<file path="config.mk">
export PLATFORM = sky130hd
export DESIGN_NAME = tfic_queue
export DESIGN_NICKNAME = d
export VERILOG_FILES = /design/src/tfic_pkg.sv /design/src/tfic_queue.sv
export SDC_FILE = /design/constraint.sdc
export NUM_CORES = 1
export LEC_CHECK = 0
export ABC_AREA = 1
export BUFFER_PORTS_ARGS = -buffer_cell sky130_fd_sc_hd__buf_2
export CORE_ASPECT_RATIO = 2
export CORE_MARGIN = 2
export CORE_UTILIZATION = 53
export DETAILED_ROUTE_END_ITERATION = 12
export GPL_TIMING_DRIVEN = 0
export PLACE_DENSITY = 0.76
export SLEW_MARGIN = 20
export SYNTH_ARGS = -nofsm -noshare
export SYNTH_HDL_FRONTEND = slang
export SYNTH_SLANG_ARGS = --single-unit
</file>
<file path="constraint.sdc">
create_clock -name aclk -period 2.72 [get_ports aclk]
set_input_delay 0 -clock aclk [delete_from_list [all_inputs] [get_ports aclk]]
set_output_delay 0 -clock aclk [all_outputs]
set_load 0.1 [all_outputs]
</file>
<file path="src/tfic_pkg.sv">
// shared types and constants of the triangle filter and index compactor
// depends on nothing; every other file but tfic_ram refers to it by scoped names
package tfic_pkg;

    localparam int INDEX_W      = 16;
    localparam int VERTEX_SPACE = 2 ** INDEX_W;
    localparam int MAX_VERTICES = 65536;
    localparam int COMPACT_W    = INDEX_W + 1;
    localparam int EPOCH_W      = 8;
    localparam logic [EPOCH_W-1:0] EPOCH_INVALID = {EPOCH_W{1'b1}};
    localparam logic [EPOCH_W-1:0] EPOCH_LAST    = EPOCH_INVALID - EPOCH_W'(1);
    localparam int QUEUE_DEPTH  = 4;
    localparam int QPTR_W       = $clog2(QUEUE_DEPTH);
    localparam int QCNT_W       = QPTR_W + 1;
    localparam int M_DATA_W     = 5 * INDEX_W;

    localparam int CFG_INDEX_W = 1;
    localparam logic [CFG_INDEX_W-1:0] CFG_STRIP_MODE    = 1'd0;
    localparam logic [CFG_INDEX_W-1:0] CFG_EVEN_REVERSED = 1'd1;

    localparam logic KIND_MAP = 1'b0;
    localparam logic KIND_TRI = 1'b1;

    typedef logic [INDEX_W-1:0] index_t;

    // one triangle (or bare stream end) handed from front to back
    typedef struct packed {
        logic                keep;
        logic                swap;
        logic                stream_end;
        logic [2:0][INDEX_W-1:0] corner;
    } job_t;

    typedef struct packed {
        logic empty;
        logic full;
    } queue_status_t;

    typedef struct packed {
        logic clearing;
    } back_status_t;

    // remap memory word: epoch mark says whether compact is live this stream
    typedef struct packed {
        logic [EPOCH_W-1:0] epoch;
        index_t             compact;
    } remap_word_t;

    localparam int REMAP_W = $bits(remap_word_t);

endpackage

</file>
<file path="src/tfic_queue.sv">
// small job queue between front and back
// depends on tfic_pkg
module tfic_queue (
    input  logic                    aclk,
    input  logic                    aresetn,
    input  logic                    push,
    input  tfic_pkg::job_t          push_job,
    input  logic                    pop,
    output tfic_pkg::job_t          head_job,
    output tfic_pkg::queue_status_t status
);

    tfic_pkg::job_t entry_reg [tfic_pkg::QUEUE_DEPTH];
    logic [tfic_pkg::QPTR_W-1:0] wr_ptr_reg, rd_ptr_reg;
    logic [tfic_pkg::QCNT_W-1:0] count_reg, count_next;

    assign head_job     = entry_reg[rd_ptr_reg];
    assign status.empty = (count_reg == '0);
    assign status.full  = (count_reg == tfic_pkg::QCNT_W'(tfic_pkg::QUEUE_DEPTH));

    always_comb begin
        count_next = count_reg;
        if (push && !pop) begin
            count_next = count_reg + tfic_pkg::QCNT_W'(1);
        end else if (pop && !push) begin
            count_next = count_reg - tfic_pkg::QCNT_W'(1);
        end
    end

    always_ff @(posedge aclk) begin
        if (push) begin
            entry_reg[wr_ptr_reg] <= push_job;
        end
    end

    always_ff @(posedge aclk) begin
        if (!aresetn) begin
            wr_ptr_reg <= '0;
            rd_ptr_reg <= '0;
            count_reg  <= '0;
        end else begin
            if (push) begin
                wr_ptr_reg <= wr_ptr_reg + tfic_pkg::QPTR_W'(1);
            end
            if (pop) begin
                rd_ptr_reg <= rd_ptr_reg + tfic_pkg::QPTR_W'(1);
            end
            count_reg <= count_next;
        end
    end

endmodule

</file>
==> results of run 1 <==
[layout make-up]
class,count,area share [%]
flip-flops and latches,213,63.4
multi-input cells,289,14.3
repair buffers,162,11.0
clock buffers,30,5.50
plain buffers,32,2.48
well taps,195,2.45
inverters,17,0.742
clock inverters,2,0.101
diodes,1,0.0252
[cell families after synthesis]
family | after synthesis | synth area share [%]
AO/OA/AOI/OAI | 163 | 10.9
flip-flops | 213 | 78.5
buffers and inverters | 49 | 3.86
adder cells (fa/ha/maj) | 6 | 1.03
AND/OR/NAND/NOR | 120 | 5.68
[power groups by stage]
stage	Sequential (W)	Combinational, W	Clock [W]
global route	0.00380	0.00160	0.00258
global placement	0.00386	0.00144	0
CTS	0.00379	0.00154	0.00246
floorplan	0.00385	0.00115	0
finish	0.00379	0.00154	0.00244
detailed placement	0.00386	0.00147	0
[layer usage]
layer | up-vias | part of all wire, % | track usage (%)
met5 | - | 0 | 0
met4 | 0 | 2.7 | 8.84
met1 | 2616 | 37 | 24.2
met2 | 177 | 56 | 42.6
li1 | 2424 | - | -
met3 | 35 | 4.0 | 2.32
[path summary, 6_finish.rpt]
check	start	end	slack, ns	cells past startpoint
worst max-delay path	flip-flop	head_job[44]	0.38	5
worst min-delay path	push_job[5]	entry_reg[2][5]	0.27	2
worst max register to register	wr_ptr_reg[0]	entry_reg[0][10]	1.05	4
worst min register to register	rd_ptr_reg[1]	flip-flop	0.47	1
[timing repair]
item | 4_1_cts | 5_1_grt
endpoints found under the setup margin | 0 | 0
hold buffers | 54 | 0
hold endpoints to repair | 213 | 0
[stage by stage]
step                      util [%]  cell area, um2  hold WS (ns)
after detailed placement      59.7            8840         0.216
final                         67.1            9940         0.274
after floorplan                  -            8040        0.0989
after CTS                     67.1            9940         0.264
after global routing          67.1            9940         0.280
after global placement        59.5            8810         0.209
[synth_stat cells]
cell,instances,share of area (%)
buf_4,5,0.47
o21ai_0,48,3.0
edfxtp_1,204,76
nand2_1,9,0.42
buf_2,6,0.37
clkbuf_1,6,0.28
inv_1,15,0.70
buf_6,13,1.8
clkbuf_2,2,0.12
o21ai_1,60,3.7
dfxtp_1,9,2.2
nand3_1,1,0.062
ha_1,5,0.78
nor3_1,2,0.12
nor2_1,107,5.0
inv_2,2,0.093
fa_1,1,0.25
o22ai_1,51,4.0
nand4_1,1,0.078
a21oi_1,4,0.25
==> impl_metrics.ini, run 1 <==
[grt]
antenna_found_initial = 0
grt_pass1_vias = 5500
grt_pass1_wl_um = 27800
gr-total-overflow = 0
grt_usage_pct = 22.0
grt_max_degree = 52

[critical_path]
critPathTopFamily = buffers and inverters
start_kind = flip-flop
endpoint_kind = output pin
cp_max_fo = 10
required_ns = 2.72
crit_buf_inv = 3
path_cells = inv_2 -> clkbuf_1 -> o21ai_0 -> o22ai_1 -> buf_2
slowest_delay_ns = 0.48
cp_slowest_cell = buf_2
crit_type = flip-flop to output pin
critPathArrivalTime_ns = 2.34

[final_layout]
regArea_um2 = 6310
final_nets = 794
finalNonFillerCells = 941
fill_cells = 1084
layout_common_cells = 204 x edfxtp_1, 113 x buf_2, 107 x nor2_1
area_growth_syn_to_layout_pct = 23.8
multi_input_area_um2 = 1420
drive_above_1_share_pct = 22.0
largest_register_ffs = 204
layout.cells.most_common = edfxtp_1

[power_and_ir_drop]
power.share.sequential_pct = 48.8
clkPwrFrac_pct = 31.4
combPwrFrac_pct = 19.8
p_int_w = 0.00541
powerDensity_nw_per_um2 = 781
leakage_nw = 3.59
p_sw_share_pct = 30.3
ir_drop_uv = 634
finalPower_w = 0.00776
switchingPower_w = 0.00235

[run_status]
status = complete, no violations

[clock_network]
cts_num_sinks = 213
clk_pin_slew_ns = 0.07
cts_buffers = 18
cts_buffer_depth = 3
postCtsSetupBuffers = 0
root_buffer = clkbuf_16
h-tree-depth = 1
clk_latency_ns = 0.47
cts_tree = built
ctsResizeCount = 0

[logic_synthesis]
syn-num-nets = 612
seq_area_frac_synth_pct = 78.5
ys_ff_latch = 213
netlist_area_um2 = 8040
synth_cell_types = 20
ys.warnings.count = 0
syn_avg_cell_area_um2 = 14.6
syn_inst = 551

[routing]
ant_nets = 0
dr.first_iter.drc_count = 421
wl_per_cell_um = 19.3
drc_errors = 0
totalWireLength_um = 18200
drt-pass1-iter-count = 7
viasPerCell = 5.58
vias = 5252

[die]
dieArea_um2 = 16200
initial_utilization_pct = 54.2
die_w_um = 91.1
io_pins = 108
die_h_um = 178
rows = 63
core_area_um2 = 14800

[timing]
fin_crit_sh_pct = 86.0
finalCriticalPeriod_ns = 2.34
worstMarginPinSlew_ns = 0.776
rsz0062_at_grt = no
setup_slack_ns = 0.380
clock_skew_ns = 0.00546
fin_tns_setup_ns = 0
finalSetupViolations = 0
max_freq_mhz = 427
hold_viol = 0
drv_slew = 0
slew_headroom_pct = 48.3

[place]
place_inst = 854
post-place-ws_ns = 0.886
gp_congestion = 0.752
dp_hpwl_um = 10800
port_buffers = 107

[flow_run]
cap_violations = 0

[hold_path]
hp-class = primary input to flip-flop
(Power assumes the default switching activity.)
==> run 2: changes to the inputs <==
--- a/config.mk
+++ b/config.mk
@@ -12,6 +12,7 @@
 export CORE_UTILIZATION = 53
 export DETAILED_ROUTE_END_ITERATION = 12
 export GPL_TIMING_DRIVEN = 0
+export MAX_ROUTING_LAYER = met4
 export PLACE_DENSITY = 0.76
 export SLEW_MARGIN = 20
 export SYNTH_ARGS = -nofsm -noshare
==> run 2 against run 1 <==
Critical path depth unchanged. Largest power group unchanged. Clock-buffer cell count unchanged. Final area unchanged.
==> impl_metrics.ini, run 2 (same netlist as run 1, synthesis figures left out) <==
[run_status]
status = complete, no violations

[critical_path]
required_ns = 2.72
critPathArrivalTime_ns = 2.35
start_kind = flip-flop
cp_max_fo = 10
endpoint_kind = output pin
crit_type = flip-flop to output pin

[clock_network]
root_buffer = clkbuf_16
h-tree-depth = 1
clk_pin_slew_ns = 0.07
cts_tree = built
cts_num_sinks = 213
clk_latency_ns = 0.47
cts_buffers = 18
cts_buffer_depth = 3
postCtsSetupBuffers = 0

[timing]
worst_hold_slack_ns = 0.274
max_freq_mhz = 425
slew_headroom_pct = 48.4
clock_skew_ns = 0.00605
rsz0062_at_grt = no
hold_viol = 0
finalSetupViolations = 0
finalCriticalPeriod_ns = 2.35
fin_crit_sh_pct = 86.5
drv_slew = 0
fin_tns_setup_ns = 0
worstMarginPinSlew_ns = 0.775

[die]
die_w_um = 91.1
io_pins = 108
initial_utilization_pct = 54.2
core_area_um2 = 14800
rows = 63
dieArea_um2 = 16200
die_h_um = 178

[final_layout]
drive_above_1_share_pct = 22.0
largest_register_ffs = 204
layout.cells.most_common = edfxtp_1
finalNonFillerCells = 941
final_nets = 794
layout_common_cells = 204 x edfxtp_1, 113 x buf_2, 107 x nor2_1
fill_cells = 1084
area_growth_syn_to_layout_pct = 23.8

[grt]
grt_max_degree = 52
grt_usage_pct = 22.6
gr-total-overflow = 0
grt_pass1_wl_um = 27800
grt_pass1_vias = 5490
antenna_found_initial = 0

[flow_run]
cap_violations = 0

[routing]
ant_nets = 0
viasPerCell = 5.57
drt-pass1-iter-count = 5
vias = 5242
wl_per_cell_um = 19.3
dr.first_iter.drc_count = 441
drc_errors = 0
totalWireLength_um = 18100

[power_and_ir_drop]
leakage_nw = 3.59
powerDensity_nw_per_um2 = 781
ir_drop_uv = 634

[place]
port_buffers = 107
dp_hpwl_um = 10800
gp_congestion = 0.762
place_inst = 854

[hold_path]
hp-class = primary input to flip-flop
==> run 2: cell counts in the layout (fill, tap and decap cells not counted) <==
Identical to the previous run, type by type.
==> run 2: worst paths after layout <==
| path | start | slack (ns) | end | depth (start not counted) |
|---|---|---|---|---|
| hold / removal | push_job[5] | 0.27 | entry_reg[2][5] | 2 |
| setup / recovery | flip-flop | 0.37 | head_job[44] | 5 |
| hold reg to reg | rd_ptr_reg[1] | 0.47 | flip-flop | 1 |
| setup reg to reg | wr_ptr_reg[0] | 1.05 | entry_reg[0][10] | 4 |
==> run 2: metrics by stage <==
stage | worst slack [ns] | cell area (um2) | power [W] | utilization (%)
detailed placement | 0.886 | 8840 | 0.00533 | 59.7
global route | 0.257 | 9940 | 0.00798 | 67.1
floorplan | 0.312 | 8040 | 0.00500 | -
finish | 0.368 | 9940 | 0.00776 | 67.1
global placement | 0.0110 | 8810 | 0.00529 | 59.5
CTS | 0.372 | 9940 | 0.00779 | 67.1
==> run 2: report_power, final <==
group | internal [W] | switching (W) | leakage [nW]
registers | 0.00374 | 0.0000437 | 1.95
logic | 0.000297 | 0.00124 | 1.37
clock network | 0.00137 | 0.00107 | 0.273
==> run 2: final cells by class <==
type                    count  area, um2  area share [%]
diodes                      1       2.50          0.0252
well taps                 195        244            2.45
multi-input cells         289       1420            14.3
flip-flops and latches    213       6310            63.4
plain buffers              32        246            2.48
repair buffers            162       1100            11.0
clock inverters             2       10.0           0.101
clock buffers              30        547            5.50
inverters                  17       73.8           0.742
==> run 2: what timing repair did <==
action,CTS,global route
hold endpoints to repair,213,0
resized for setup,0,0
hold buffers,54,0
==> run 2: worst max-delay path, stage by stage, from the launching register on <==
cell,delay [ns]
dfxtp_1,0.40
inv_2,0.15
clkbuf_1,0.39
o21ai_0,0.18
o22ai_1,0.27
buf_2,0.49
==> run 2: metal layers <==
layer	routed length, um	vias to the layer above	global-route usage [%]
met2	10200	167	42.6
met5	0	-	-
met3	741	41	2.24
met4	536	0	8.84
li1	-	2428	-
met1	6710	2606	24.3
