**src/tfic_pkg.sv**
```systemverilog
// shared types and constants of the triangle filter and index compactor
// depends on nothing; every other file but tfic_ram refers to it by scoped names
package tfic_pkg;

    localparam int INDEX_W      = 16;
    localparam int VERTEX_SPACE = 2 ** INDEX_W;
    localparam int MAX_VERTICES = 65536;
    localparam int COMPACT_W    = INDEX_W + 1;
    localparam int EPOCH_W      = 8;
    localparam logic [EPOCH_W-1:0] EPOCH_INVALID = {EPOCH_W{1'b1}};
    localparam logic [EPOCH_W-1:0] EPOCH_LAST    = EPOCH_INVALID - EPOCH_W'(1);
    localparam int QUEUE_DEPTH  = 4;
    localparam int QPTR_W       = $clog2(QUEUE_DEPTH);
    localparam int QCNT_W       = QPTR_W + 1;
    localparam int M_DATA_W     = 5 * INDEX_W;

    localparam int CFG_INDEX_W = 1;
    localparam logic [CFG_INDEX_W-1:0] CFG_STRIP_MODE    = 1'd0;
    localparam logic [CFG_INDEX_W-1:0] CFG_EVEN_REVERSED = 1'd1;

    localparam logic KIND_MAP = 1'b0;
    localparam logic KIND_TRI = 1'b1;

    typedef logic [INDEX_W-1:0] index_t;

    // one triangle (or bare stream end) handed from front to back
    typedef struct packed {
        logic                keep;
        logic                swap;
        logic                stream_end;
        logic [2:0][INDEX_W-1:0] corner;
    } job_t;

    typedef struct packed {
        logic empty;
        logic full;
    } queue_status_t;

    typedef struct packed {
        logic clearing;
    } back_status_t;

    // remap memory word: epoch mark says whether compact is live this stream
    typedef struct packed {
        logic [EPOCH_W-1:0] epoch;
        index_t             compact;
    } remap_word_t;

    localparam int REMAP_W = $bits(remap_word_t);

endpackage

```
**src/tfic_front.sv**
```systemverilog
// front end: strip/list window, triangle forming, visibility and repeat filter
// depends on tfic_pkg
module tfic_front (
    input  logic                   aclk,
    input  logic                   aresetn,
    input  logic                   strip_mode,
    input  logic                   even_reversed,
    input  logic                   in_valid,
    output logic                   in_ready,
    input  tfic_pkg::index_t       vertex_index,
    input  logic                   visible,
    input  logic                   stream_end,
    input  tfic_pkg::queue_status_t q_status,
    input  tfic_pkg::back_status_t  b_status,
    output logic                   push,
    output tfic_pkg::job_t          job
);

    tfic_pkg::index_t win_idx_reg [2];
    tfic_pkg::index_t win_idx_next [2];
    logic [1:0] win_vis_reg, win_vis_next;
    logic [1:0] pos_reg, pos_next;
    logic       parity_reg, parity_next;

    logic accept, formed, dup, in_range;

    assign in_ready = !q_status.full && !b_status.clearing;
    assign accept   = in_valid && in_ready;
    assign formed   = pos_reg[1];

    always_comb begin
        win_idx_next = win_idx_reg;
        win_vis_next = win_vis_reg;
        pos_next     = pos_reg;
        parity_next  = parity_reg;

        job.corner[0]  = win_idx_reg[0];
        job.corner[1]  = win_idx_reg[1];
        job.corner[2]  = vertex_index;
        job.stream_end = stream_end;
        job.swap       = 1'b0;

        dup = (win_idx_reg[0] == win_idx_reg[1]) || (win_idx_reg[1] == vertex_index)
              || (win_idx_reg[0] == vertex_index);
        in_range = (32'(win_idx_reg[0]) < tfic_pkg::MAX_VERTICES)
                   && (32'(win_idx_reg[1]) < tfic_pkg::MAX_VERTICES)
                   && (32'(vertex_index) < tfic_pkg::MAX_VERTICES);

        job.keep = formed && (win_vis_reg[0] || win_vis_reg[1] || visible)
                   && !(strip_mode && dup) && in_range;

        if (formed) begin
            if (strip_mode) begin
                job.swap        = parity_reg ? !even_reversed : even_reversed;
                parity_next     = !parity_reg;
                win_idx_next[0] = win_idx_reg[1];
                win_vis_next[0] = win_vis_reg[1];
                win_idx_next[1] = vertex_index;
                win_vis_next[1] = visible;
            end else begin
                pos_next = 2'd0;
            end
        end else begin
            win_idx_next[pos_reg[0]] = vertex_index;
            win_vis_next[pos_reg[0]] = visible;
            pos_next                 = pos_reg + 2'd1;
        end

        // stream end: window and parity start over after this item
        if (stream_end) begin
            win_idx_next[0] = '0;
            win_idx_next[1] = '0;
            win_vis_next    = '0;
            pos_next        = 2'd0;
            parity_next     = 1'b0;
        end
    end

    assign push = accept && (job.keep || stream_end);

    always_ff @(posedge aclk) begin
        if (!aresetn) begin
            win_idx_reg[0] <= '0;
            win_idx_reg[1] <= '0;
            win_vis_reg    <= '0;
            pos_reg        <= 2'd0;
            parity_reg     <= 1'b0;
        end else if (accept) begin
            win_idx_reg <= win_idx_next;
            win_vis_reg <= win_vis_next;
            pos_reg     <= pos_next;
            parity_reg  <= parity_next;
        end
    end

endmodule

```
**config.mk**
```make
export PLATFORM = sky130hd
export DESIGN_NAME = tfic_front
export DESIGN_NICKNAME = d
export VERILOG_FILES = /design/src/tfic_pkg.sv /design/src/tfic_front.sv
export SDC_FILE = /design/constraint.sdc
export NUM_CORES = 1
export LEC_CHECK = 0
export BUFFER_PORTS_ARGS = -buffer_cell sky130_fd_sc_hd__buf_2
export CAP_MARGIN = 20
export CORE_ASPECT_RATIO = 0.7
export CORE_MARGIN = 4
export CORE_UTILIZATION = 38
export DETAILED_ROUTE_END_ITERATION = 8
export PLACE_DENSITY = 0.66
export SYNTH_ARGS = -nofsm -noshare
export SYNTH_HDL_FRONTEND = slang
export SYNTH_SLANG_ARGS = --single-unit
```
**constraint.sdc**
```tcl
create_clock -name aclk -period 1.3 [get_ports aclk]
set_input_delay 0.195 -clock aclk [delete_from_list [all_inputs] [get_ports aclk]]
set_output_delay 0.195 -clock aclk [all_outputs]
set_load 0.01 [all_outputs]
```
==> flow_summary.json, run 1 <==
{
  "status": "finished with violations",
  "violations": "negative setup slack",
  "clk_path_buf_depth": 2,
  "maxCapViolCount": 0,
  "core_area_um2": 5842,
  "port_buffers": 77,
  "grt_pass1_wl_um": 12220,
  "grt_overflow_total": 0,
  "cts_buffers": 5,
  "rows": 23,
  "syn_to_final_growth_pct": 51.34,
  "use_met2_pct": 33.26,
  "met3_usage_pct": 5.693,
  "antenna_found_initial": 0,
  "syn_area_um2": 2340,
  "grt_busiest_layer": "met2",
  "worstPathMaxFanout": 3,
  "hold_path_class": "in -> reg",
  "timing.final.crit_share_pct": 160.0,
  "leakagePower_nw": 1.619,
  "die_width_um": 101.8,
  "largest_reg_flops": 32,
  "first_global_vias": 2343,
  "max_slew.worst_pin.slew_ns": 0.3653,
  "fillers": 510,
  "synth_top_flop_cell": "dfxtp_1",
  "clock_skew_ns": 0.005880,
  "cp_data_arrival_time_ns": 1.89,
  "dieArea_um2": 7496,
  "cp.required_ns": 1.11,
  "met1_usage_pct": 29.82,
  "cts_max_level": 2,
  "ys_ff_latch": 37,
  "finalCriticalPeriod_ns": 2.080,
  "synth_top_area_share_pct": 31.66,
  "timing.critical_path.from_type": "flop",
  "gp_congestion": 0.8404,
  "wirelength_um": 7959,
  "cts_root_buf": "clkbuf_8",
  "synth_nets": 271,
  "yosysMostFrequentCell": "xnor2_1",
  "synth_edf_count": 0,
  "max_freq_ghz": 0.4807,
  "peakVddDrop_mv": 0.4948,
  "yosysWarnings": 0,
  "viasPerCell": 5.384,
  "synth_area_leaders": "dfxtp_1 32%, xnor2_1 18%, a22oi_1 7.7%",
  "syn_area_per_cell_um2": 9.550,
  "fin_ws_ns": -0.7801,
  "finalPower_mw": 2.635,
  "dp_hpwl_um": 5269,
  "antenna_left": 0,
  "p_per_area_nw_per_um2": 744.1,
  "rsz0062_at_grt": "true",
  "ioPinCount": 79,
  "setup_viol": 36,
  "cts_sinks": 37,
  "grt_start_max_net_pins": 38,
  "synthArstFlopShare_pct": 0,
  "final_core_util_pct": 60.61,
  "synthTopCellsByCount": "49 x xnor2_1, 37 x dfxtp_1, 24 x a22oi_1, 19 x nor2b_1, 18 x nand2_1",
  "ys_types": 32,
  "cts_tree": "done",
  "cp-end-kind": "output port",
  "yosysSeqAreaShare_pct": 31.66,
  "netlist_instances": 245,
  "grt_usage_pct": 21.45,
  "antenna_cells": 0,
  "dr.pass1.iters": 4,
  "slew_viol_final": 0,
  "cts_hold_buf": 0,
  "cpPeakStageDelay_ns": 0.35,
  "drc": 0,
  "crit_type": "reg -> out",
  "drive_above_1_share_pct": 61.37,
  "wl_per_cell_um": 18.09,
  "max_slew_margin_pct": 75.38,
  "die_y_um": 73.65,
  "vias": 2369,
  "finalHoldViolations": 0,
  "crit_path_cell_trace": "xnor2_1, nand4_1, nor4_2, o41ai_2, o21ba_2, buf_2",
  "nNetsFinal": 390,
  "drt_iter0_drc": 130,
  "cp_slowest_cell": "dfxtp_2",
  "yosysTopAreaCell": "dfxtp_1",
  "multi_input_area_um2": 1533,
  "clk_latency_ns": 0.30,
  "pre_cts_slack_ns": -0.4788,
  "clk_pin_slew_worst_paths_ns": 0.08,
  "seqCellArea_um2": 788.3,
  "start_util_pct": 40.05
}
## area by class of cell
type	count	area share, %
multi-input combinational	176	43.29
timing repair buffer	143	29.36
sequential	37	22.26
tap	75	2.650
clock buffer	6	2.049
clock inverter	2	0.2827
inverter	1	0.1060
## per-layer routing
metal	part of all wire (%)	vias to the layer above	wire, µm
met5	0	-	0
li1	-	1108	-
met3	9.3	13	740
met2	44	106	3536
met4	1.2	0	94
met1	45	1142	3587
## critical path, delay by kind of cell, from the launching register on
| kind | cells | cell delay, ns |
|---|---|---|
| AND/OR/NAND/NOR | 2 | 0.50 |
| XOR/XNOR | 1 | 0.27 |
| buffers and inverters | 1 | 0.13 |
| AO/OA/AOI/OAI | 2 | 0.34 |
| flip-flops | 1 | 0.35 |
## report_power, final
part | internal, mW | leakage, nW | switching (mW)
clock | 0.372 | 0.0450 | 0.443
combinational | 0.317 | 1.26 | 0.300
sequential | 1.16 | 0.317 | 0.0397
## through the flow
| stage | setup TNS (ns) | cells | area [µm²] | hold slack, ns |
|---|---|---|---|---|
| after global routing | -5.113 | 440 | 3541 | 0.2609 |
| after global placement | -1.477 | 422 | 3118 | 0.4814 |
| after floorplan | -0.9100 | 245 | 2407 | 0.3661 |
| final | -3.407 | 440 | 3541 | 0.2447 |
| after detailed placement | -2.345 | 422 | 3118 | 0.5033 |
| after CTS | -3.234 | 438 | 3471 | 0.2395 |
## cells by family (layout without fill, tap and decap cells)
logic type / Yosys count / count (layout) / share of synthesized area [%]
compound gates: 64 / 64 / 25.19
xor+xnor: 49 / 49 / 18.34
buf+inv: 32 / 152 / 9.625
flops: 37 / 37 / 31.66
simple gates: 63 / 63 / 15.19
## cell usage in the layout, fill, tap and decap left out, drive strengths merged
cell type,instances
a211o,1
a211oi,1
a21boi,2
a21oi,2
a22oi,34
and2,2
buf,143
clkbuf,6
clkinv,2
dfxtp,37
inv,1
nand2,19
nand2b,2
nand4,12
nor2,3
nor2b,19
nor4,3
o211a,17
o21ai,3
o21ba,1
o31ai,2
o41ai,1
or2,1
or3,1
or4,1
xnor2,49
## path summary, 6_finish.rpt
kind / start / end / slack (ns) / cells after the start
min reg2reg: win_vis_reg[0] / win_vis_reg[0] / 0.52 / 1
max reg2reg: pos_reg[1] / job[21] / -0.11 / 6
max: job[0] / push / -0.78 / 6
min: vertex_index[1] / job[17] / 0.24 / 3
## timing repair
item,in CTS,in global routing
cloned,4,1
resized for setup,36,12
pin swaps,6,3
setup buffers,4,1
setup endpoints to repair,37,37
Note: power is estimated with default switching activity, not from simulation.
==> inputs of run 2 (changes only) <==
- ABC_AREA: default -> 1
- ABC_CLOCK_PERIOD_IN_PS: default -> 1300
- GPL_TIMING_DRIVEN: default -> 0
- PLACE_DENSITY: 0.66 -> default
==> flow_summary.json, run 2 <==
{
  "grt_overflow_total": 0,
  "peakVddDrop_mv": 0.6629,
  "dpl.cell_count": 601,
  "leakagePower_nw": 1.905,
  "synth_nets": 457,
  "antenna_cells": 0,
  "die_width_um": 108.1,
  "max_slew_margin_pct": 60.89,
  "clock_skew_ns": 0.01517,
  "dieArea_um2": 8443,
  "nNetsFinal": 571,
  "core_area_um2": 6788,
  "finalPower_mw": 2.710,
  "yosysWarnings": 0,
  "clk_path_buf_depth": 2,
  "synth_top_area_share_pct": 27.78,
  "cts_sinks": 37,
  "gp_congestion": 0.8065,
  "finalHoldViolations": 0,
  "port_buffers": 76,
  "wirelength_um": 8639,
  "grt_start_max_net_pins": 12,
  "timing.final.crit_share_pct": 143.1,
  "rsz0062_at_grt": "true",
  "fillers": 664,
  "hold_path_class": "in -> reg",
  "viasPerCell": 4.811,
  "synth_top_flop_cell": "dfxtp_1",
  "grt_usage_pct": 19.74,
  "max_slew.worst_pin.slew_ns": 0.5867,
  "drt_iter0_drc": 154,
  "final_cell_mix": "142 x nand2_1, 79 x buf_2, 53 x inv_1, 40 x nor2_1, 33 x buf_4",
  "max_freq_ghz": 0.5377,
  "synth_area_leaders": "dfxtp_1 28%, nand2_1 20%, inv_1 9.9%",
  "ys_types": 29,
  "drive_above_1_share_pct": 44.14,
  "netlist_instances": 431,
  "antenna_left": 0,
  "yosysMostFrequentCell": "nand2_1",
  "worstPathMaxFanout": 4,
  "vias": 3079,
  "antenna_found_initial": 0,
  "violations": "negative setup slack",
  "r2r_start": "pos_reg[1]",
  "status": "finished with violations",
  "clk_latency_ns": 0.29,
  "clk_pin_slew_worst_paths_ns": 0.09,
  "synthArstFlopShare_pct": 0,
  "ioPinCount": 79,
  "dr.pass1.iters": 5,
  "timing.hold.ws_ns": 0.2468,
  "wl_per_cell_um": 13.50,
  "die_y_um": 78.09,
  "start_util_pct": 39.28,
  "finalCriticalPeriod_ns": 1.860,
  "largest_reg_flops": 32,
  "min_from": "in_valid",
  "layout_commonest_cell": "nand2_1",
  "slew_viol_final": 0,
  "p_per_area_nw_per_um2": 703.7,
  "cts_max_level": 2,
  "cts_root_buf": "clkbuf_8",
  "cts_hold_buf": 0,
  "timing.critical_path.from_type": "flop",
  "setup_viol": 36,
  "grt_pass1_wl_um": 13400,
  "cp_data_arrival_time_ns": 1.66,
  "yosysTopAreaCell": "dfxtp_1",
  "cts_tree": "done",
  "finalNonFillerCells": 640,
  "syn_area_per_cell_um2": 6.186,
  "cp.required_ns": 1.11,
  "ys_ff_latch": 37,
  "crit_type": "reg -> out",
  "worstSetupStartpoint": "job[23]",
  "dp_hpwl_um": 5823,
  "drc": 0,
  "synthTopCellsByCount": "144 x nand2_1, 70 x inv_1, 50 x nor2_1, 37 x dfxtp_1",
  "synth_edf_count": 0,
  "syn_to_final_growth_pct": 44.44,
  "cts_buffers": 5,
  "fin_ws_ns": -0.5599,
  "rows": 25,
  "cp-end-kind": "output port",
  "first_global_vias": 2744,
  "syn_area_um2": 2666,
  "yosysSeqAreaShare_pct": 27.78,
  "maxCapViolCount": 0
}
## run 2: changes by cell type in the layout (fill, tap and decap cells not counted), moves of 16 or more
cell	previous run	this run
o32ai_1	0	17
inv_1	1	53
inv_2	0	16
a22oi_1	18	0
nor2_1	1	40
o211a_1	17	0
a22oi_2	16	0
xnor2_1	40	1
nor2b_1	19	0
nand2_1	17	142
a21oi_1	0	17
## run 2: worst max-delay path, cell delays in order (launching register included)
cell	delay (ns)
dfxtp_2	0.36
inv_2	0.06
nand2_1	0.05
nand2_1	0.05
nor2_2	0.11
nand2_1	0.07
nor2_1	0.14
nand2_1	0.10
nand3_2	0.08
nand2_1	0.06
nand2_2	0.08
a21oi_2	0.05
buf_2	0.14
## run 2: cell type report
type	instances	area, µm²	area share (%)
plain buffers	30	249.0	6.465
clock buffers	6	72.57	1.884
clock inverters	2	10.01	0.2599
inverters	75	297.8	7.732
multi-input cells	289	1574	40.87
flip-flops and latches	37	797.0	20.70
well taps	94	117.6	3.054
repair buffers	107	733.2	19.04
## run 2: cells by family (layout without fill, tap and decap cells)
family	Yosys count	count (layout)	share of synthesized area, %
AO/OA/AOI/OAI	79	79	21.77
XOR/XNOR	7	7	2.299
buffers and inverters	105	220	18.68
flip-flops	37	37	27.78
AND/OR/NAND/NOR	203	203	29.47
## run 2: metrics by stage
| stage | cell area [µm²] | worst slack (ns) | setup TNS (ns) | util, % |
|---|---|---|---|---|
| 2_1_floorplan | 2693 | 0.001774 | 0 | - |
| 3_3_place_gp | 3191 | -0.3215 | -4.790 | 47.00 |
| 3_5_place_dp | 3191 | -0.3103 | -4.841 | 47.00 |
| 4_1_cts | 3752 | -0.5004 | -4.382 | 55.28 |
| 5_1_grt | 3851 | -0.6682 | -8.136 | 56.74 |
| 6_report | 3851 | -0.5599 | -5.084 | 56.74 |
## run 2: final timing paths
path              cells past startpoint          to  slack [ns]
setup reg to reg                      7      job[3]       -0.26
setup / recovery                     12        push       -0.56
hold reg to reg                       2      job[9]        0.49
hold / removal                        4  pos_reg[1]        0.25
## run 2: repair_timing
item / in CTS / in global routing
gates resized for setup: 68 / 33
endpoints found under the setup margin: 30 / 39
cloned: 3 / 0
pin swaps: 26 / 17
buffers inserted: 28 / 4
## run 2: power by group
| group | internal [mW] | switching [mW] | total (mW) |
|---|---|---|---|
| sequential | 1.16 | 0.0347 | 1.19 |
| clock | 0.373 | 0.447 | 0.820 |
| combinational | 0.297 | 0.399 | 0.696 |
| total | 1.83 | 0.880 | 2.71 |
## run 2: layer usage
| metal | vias to the layer above | GRT usage [%] | part of all wire, % | routed length, µm |
|---|---|---|---|---|
| li1 | 1561 | - | - | - |
| met1 | 1401 | 29.40 | 48 | 4183 |
| met2 | 113 | 30.15 | 44 | 3790 |
| met3 | 4 | 3.615 | 7.3 | 634 |
| met4 | 0 | 3.026 | 0.36 | 31 |
| met5 | - | 0 | 0 | 0 |
